[src/hdl/assert_macros.svh]
// Assertion helpers included by the top-level RTL file.
`ifndef ASSERT_MACROS_SVH
`define ASSERT_MACROS_SVH

`ifndef NO_ASSERTIONS

// Expression holds at every clock edge out of reset.
`define ASSERT_HOLDS(lbl, clk, rst_n, expr, msg) \
	lbl: assert property (@(posedge clk) disable iff (!rst_n) (expr)) else $error(msg);

// Antecedent implies consequent in the same cycle.
`define ASSERT_IMPL(lbl, clk, rst_n, ante, cons, msg) \
	lbl: assert property (@(posedge clk) disable iff (!rst_n) (ante) |-> (cons)) \
		else $error(msg);

// Antecedent implies consequent in the next cycle.
`define ASSERT_NEXT(lbl, clk, rst_n, ante, cons, msg) \
	lbl: assert property (@(posedge clk) disable iff (!rst_n) (ante) |=> (cons)) \
		else $error(msg);

`else

`define ASSERT_HOLDS(lbl, clk, rst_n, expr, msg)
`define ASSERT_IMPL(lbl, clk, rst_n, ante, cons, msg)
`define ASSERT_NEXT(lbl, clk, rst_n, ante, cons, msg)

`endif

`endif

[src/hdl/esa_pkg.sv]
package esa_pkg;

	localparam int FIELD_W  = 11;
	localparam int STATUS_W = 2;

	localparam logic OP_CREATE  = 1'b0;
	localparam logic OP_DESTROY = 1'b1;

	localparam logic [STATUS_W-1:0] ST_OK       = 2'd0;
	localparam logic [STATUS_W-1:0] ST_NOT_LIVE = 2'd1;
	localparam logic [STATUS_W-1:0] ST_FULL     = 2'd2;

	typedef enum logic {
		ALU_ADD,
		ALU_SUB
	} alu_op_t;

	typedef enum logic [3:0] {
		S_CLR,
		S_IDLE,
		S_CR_POP,
		S_CR_POPW,
		S_CR_FRESH,
		S_CR_INC,
		S_CR_APPEND,
		S_DS_CHK,
		S_DS_MAP,
		S_DS_LAST,
		S_DS_CLR,
		S_OUT
	} state_t;

endpackage

[src/hdl/esa_alu.sv]
module esa_alu #(
	parameter int W = 11
) (
	input  logic             [W-1:0] a,
	input  logic             [W-1:0] b,
	input  esa_pkg::alu_op_t         op,
	output logic             [W-1:0] res,
	output logic                     carry
);

	import esa_pkg::*;

	logic [W:0]   sum;
	logic [W-1:0] b_eff;
	logic         sub;

	// Subtract as a + ~b + 1; carry out set means a >= b.
	always_comb begin
		sub   = (op == ALU_SUB);
		b_eff = sub ? ~b : b;
		sum   = {1'b0, a} + {1'b0, b_eff} + {{W{1'b0}}, sub};
	end

	assign res   = sum[W-1:0];
	assign carry = sum[W];

endmodule

[config.mk]
export PLATFORM = sky130hd
export DESIGN_NAME = esa_alu
export DESIGN_NICKNAME = d
export VERILOG_FILES = /design/src/hdl/assert_macros.svh /design/src/hdl/esa_pkg.sv /design/src/hdl/esa_alu.sv
export SDC_FILE = /design/constraint.sdc
export NUM_CORES = 1
export LEC_CHECK = 0
export ABC_AREA = 1
export BUFFER_PORTS_ARGS = -buffer_cell sky130_fd_sc_hd__buf_2
export CORE_MARGIN = 2
export CORE_UTILIZATION = 25
export DETAILED_ROUTE_END_ITERATION = 7
export PLACE_DENSITY_LB_ADDON = 0.3
export SETUP_SLACK_MARGIN = 0.1
export SLEW_MARGIN = 5
export SYNTH_ARGS = -nofsm -noshare
export SYNTH_HDL_FRONTEND = slang
export SYNTH_SLANG_ARGS = --single-unit
[constraint.sdc]
create_clock -name vclk -period 3.95
set_input_delay 1.185 -clock vclk [all_inputs]
set_output_delay 1.185 -clock vclk [all_outputs]
set_load 0.05 [all_outputs]
# After elaboration in Yosys (flattened, before gate mapping)

Cells that the tools add are included.

Add/subtract/negate cells: 2
$mul: 0
Divide/modulo/power cells: 0
Order comparisons: 0
Eq/ne operators: 0
Shifts and indexed selects: 0
Mux-type cells: 1
Bitwise logic cells: 1
Reduce and logical (&&, ||, !) cells: 0

Operator list:

| cell                                      | number |
|---|---|
| 11-bit by 11-bit adder with 12-bit output | 1 |
| 12-bit by 1-bit adder with 12-bit output  | 1 |
| 11-bit 2-to-1 mux                         | 1 |
| 11-bit NOT                                | 1 |

Flip-flop bits (word level): 0
Latch bits: 0
RAM bits: 0
ROM bits: 0
Input port bits: 23
Word-level logic and storage cells: 4
Memories: 0

# Longest topological paths before layout

Depth in word-level cells: 4
Mapped depth: 12
Mapped depth without buffers: 12

# Worst setup path before layout

No wires, ideal clock.

Kind: input to output
From: in op
To: out res[5]
Data arrival time: 3.006 ns
Data required time: 2.765 ns
Slack: -0.241 ns
Stages on the path: 9
Cells stage by stage: buf_4 > xnor2_1 > inv_1 > ha_1 > nand2_2 > nor2_1 > nand2_1 > nand3_2 > xor2_1

Longest elaborated chain between the ends: 3

RTL lines:

| what                                         | line          | RTL |
|---|---|---|
| start: declaration                           | esa_alu.sv:6  | `input esa_pkg::alu_op_t op,` |
| 11-bit 2-to-1 mux                            | esa_alu.sv:20 | `b_eff = sub ? ~b : b;` |
| 11-bit by 11-bit adder with 12-bit output    | esa_alu.sv:21 | `sum = {1'b0, a} + {1'b0, b_eff} + {{W{1'b0}}, sub};` |
| 12-bit by 1-bit adder with 12-bit output (*) | esa_alu.sv:21 |  |
| end: declaration                             | esa_alu.sv:7  | `output logic [W-1:0] res,` |

Mark *: on every way between the ends. The rest lies on a longest branch, timed or not.

# Final worst setup path

From: in op
To: out res[6]

The elaborated chain is that of the path after synthesis.

==> results.yml <==
routing:
  drtIter0Drc: 25
  vias_per_cell: 4.520
  via_count: 1017
  wl_per_cell_microns: 11.84
  firstDrtPassIters: 6
  wl_microns: 2663
  antenna_left: 0
  drc: 0
sta:
  finalCritPeriodShare_pct: 97.37
  slew_viol_final: 0
  fmax_ghz: 0.2600
  finalHoldViolCount: 0
  relSlewSlack_pct: 83.91
  timing.final.ws_setup_ps: 103.9
  fin_hold_ws_ps: 2800
  setup_violations: 0
  rsz0062_at_grt: "yes"
  worst_slew_pin_slew_ps: 240.5
  min_period_ps: 3846
synth:
  synth_warnings: 0
  syn-num-nets: 168
  ys_types: 20
  syn_avg_cell_area_sq_um: 5.640
  syn_inst: 134
  synth_seq_area_share_pct: 0
  synth_area_sq_um: 755.7
global_routing:
  grt_util_met3_pct: 0
  grt_busiest_layer: "met2"
  track_usage_pct: 12.26
  overflow: 0
  grt_pass1_wl_microns: 3519
  antenna_found_initial: 0
  use_met2_pct: 23.49
  grt_max_degree: 8
  use_met1_pct: 15.96
  first_global_vias: 930
run_status:
  status: "complete, no violations"
pwr:
  irDropWorstVdd_v: 0.0001477
  swShare_pct: 57.82
  p_switching_mw: 0.2951
  clkPwrFrac_pct: 0
  pwr-share-seq_pct: 0
  p_leak_nw: 0.8468
  p_per_area_nw_per_um2: 306.0
  internal_power_mw: 0.2153
  p_comb_share_pct: 100.0
die:
  ios: 35
  rows: 19
  die_w_microns: 58.98
  dieArea_sq_um: 3479
  initial_utilization_pct: 26.94
  die_h_microns: 58.98
  coreArea_sq_um: 2805
layout:
  seq_cells: 0
  nClkBuffers: 0
  drive_gt1_share_pct: 71.13
  fin_area_sq_um: 1668
  fill_cells: 236
  layout.nets: 230
  syn2layout_area_growth_pct: 120.7
  diodes: 0
  seqCellArea_sq_um: 0
  fin_cells: 225
setup_path:
  crit_arrival_ps: 2660
  critical_path_class: "input pin to primary output"
  critPathRequiredTime_ps: 2760
  startpoint_type: "input pin"
  endpoint_kind: "primary output"
  worst-path-max-fanout: 7
placement:
  placed_area_sq_um: 1137
  gp_congestion: 0.7855
  io_buffers: 35
  dp.cells: 216
  place_ws_ps: -147.2
  hpwl_microns: 1816
worst_hold_path:
  hold_path_class: "input pin to primary output"
flow_run:
  drv_cap: 0
==> placed cells by master (no fill, tap or decap), types with 5 or more instances in the layout <==
cell and count:
inv_1 18, nand2_1 22, nor2_4 5, buf_2 24, xor2_2 8, nand2_2 23, ha_4 6, buf_8 8
buf_4 24, nand2_4 5, inv_2 6, nand3_2 5
==> through the flow <==
step | utilization [%] | total power, mW | setup TNS [ps]
after floorplan | - | 0.2610 | 0
after global routing | 59.46 | 0.5409 | 0
after CTS | 46.30 | 0.4221 | 0
final | 59.46 | 0.5104 | 0
after global placement | 40.54 | 0.3570 | -717.6
after detailed placement | 40.54 | 0.3579 | -811.0
==> worst paths after layout <==
check | startpoint | end | slack (ps) | cells after the start
max | op | res[6] | 100 | 11
min | a[0] | res[0] | 2800 | 4
==> cells by family after synthesis <==
family / Yosys count / synth area share (%)
AOI/OAI and AO/OA: 6 / 4.471
xor gates and xnor gates: 14 / 16.23
adders and majority gates: 11 / 19.21
buffers and inverters: 26 / 13.41
and+or+nand+nor: 77 / 46.69
==> worst max-delay path, cell delays in order <==
cell,delay (ps)
buf_12,130
buf_8,130
xor2_4,150
ha_4,270
nand2_4,90
nand2_2,60
nand2_2,80
nand2_4,60
o21a_1,220
nor2_4,120
buf_8,150
==> routing by layer <==
layer / wire [microns] / share of wire, %
met1: 1102 / 41
met2: 1501 / 56
met3: 44 / 1.7
met4: 15 / 0.56
met5: 0 / 0
==> layout make-up <==
cell class         count  area [sq um]  share of cell area, %
well taps             31         38.79                  2.326
multi-input cells    108          1045                  62.64
inverters             25         98.84                  5.926
repair buffers        61         485.5                  29.11
==> power by group through the flow <==
stage | Combinational (mW) | Clock [mW] | Sequential (mW)
floorplan | 0.261 | 0 | 0
global placement | 0.357 | 0 | 0
detailed placement | 0.358 | 0 | 0
CTS | 0.422 | 0 | 0
global route | 0.541 | 0 | 0
finish | 0.510 | 0 | 0
==> cells in the mapped netlist <==
master    number  share of area, %
a31oi_1        1              0.83
inv_2          1              0.50
nand2_1       45                22
nand4_1        2               1.7
o21a_1         1              0.99
xor2_1        12                14
nand3_1        8               5.3
nand3b_4       1               2.6
fa_1           1               2.6
nand3_2        1               1.3
nor3_2         1               1.3
nor3_1         2               1.3
nand2_2        4               3.3
nand2_4        1               1.5
a21oi_1        4               2.6
buf_4          1              0.99
ha_1          10                17
nor2_1        12               6.0
inv_1         24                12
xnor2_1        2               2.3
==> repair_timing <==
| item | in CTS | in global routing |
|---|---|---|
| buffers inserted | 4 | 5 |
| hold buffers | 0 | 0 |
| gates cloned | 0 | 0 |
| resized for setup | 42 | 69 |
| endpoints found under the setup margin | 9 | 10 |
| pin swaps | 8 | 41 |
(Power assumes the default switching activity.)
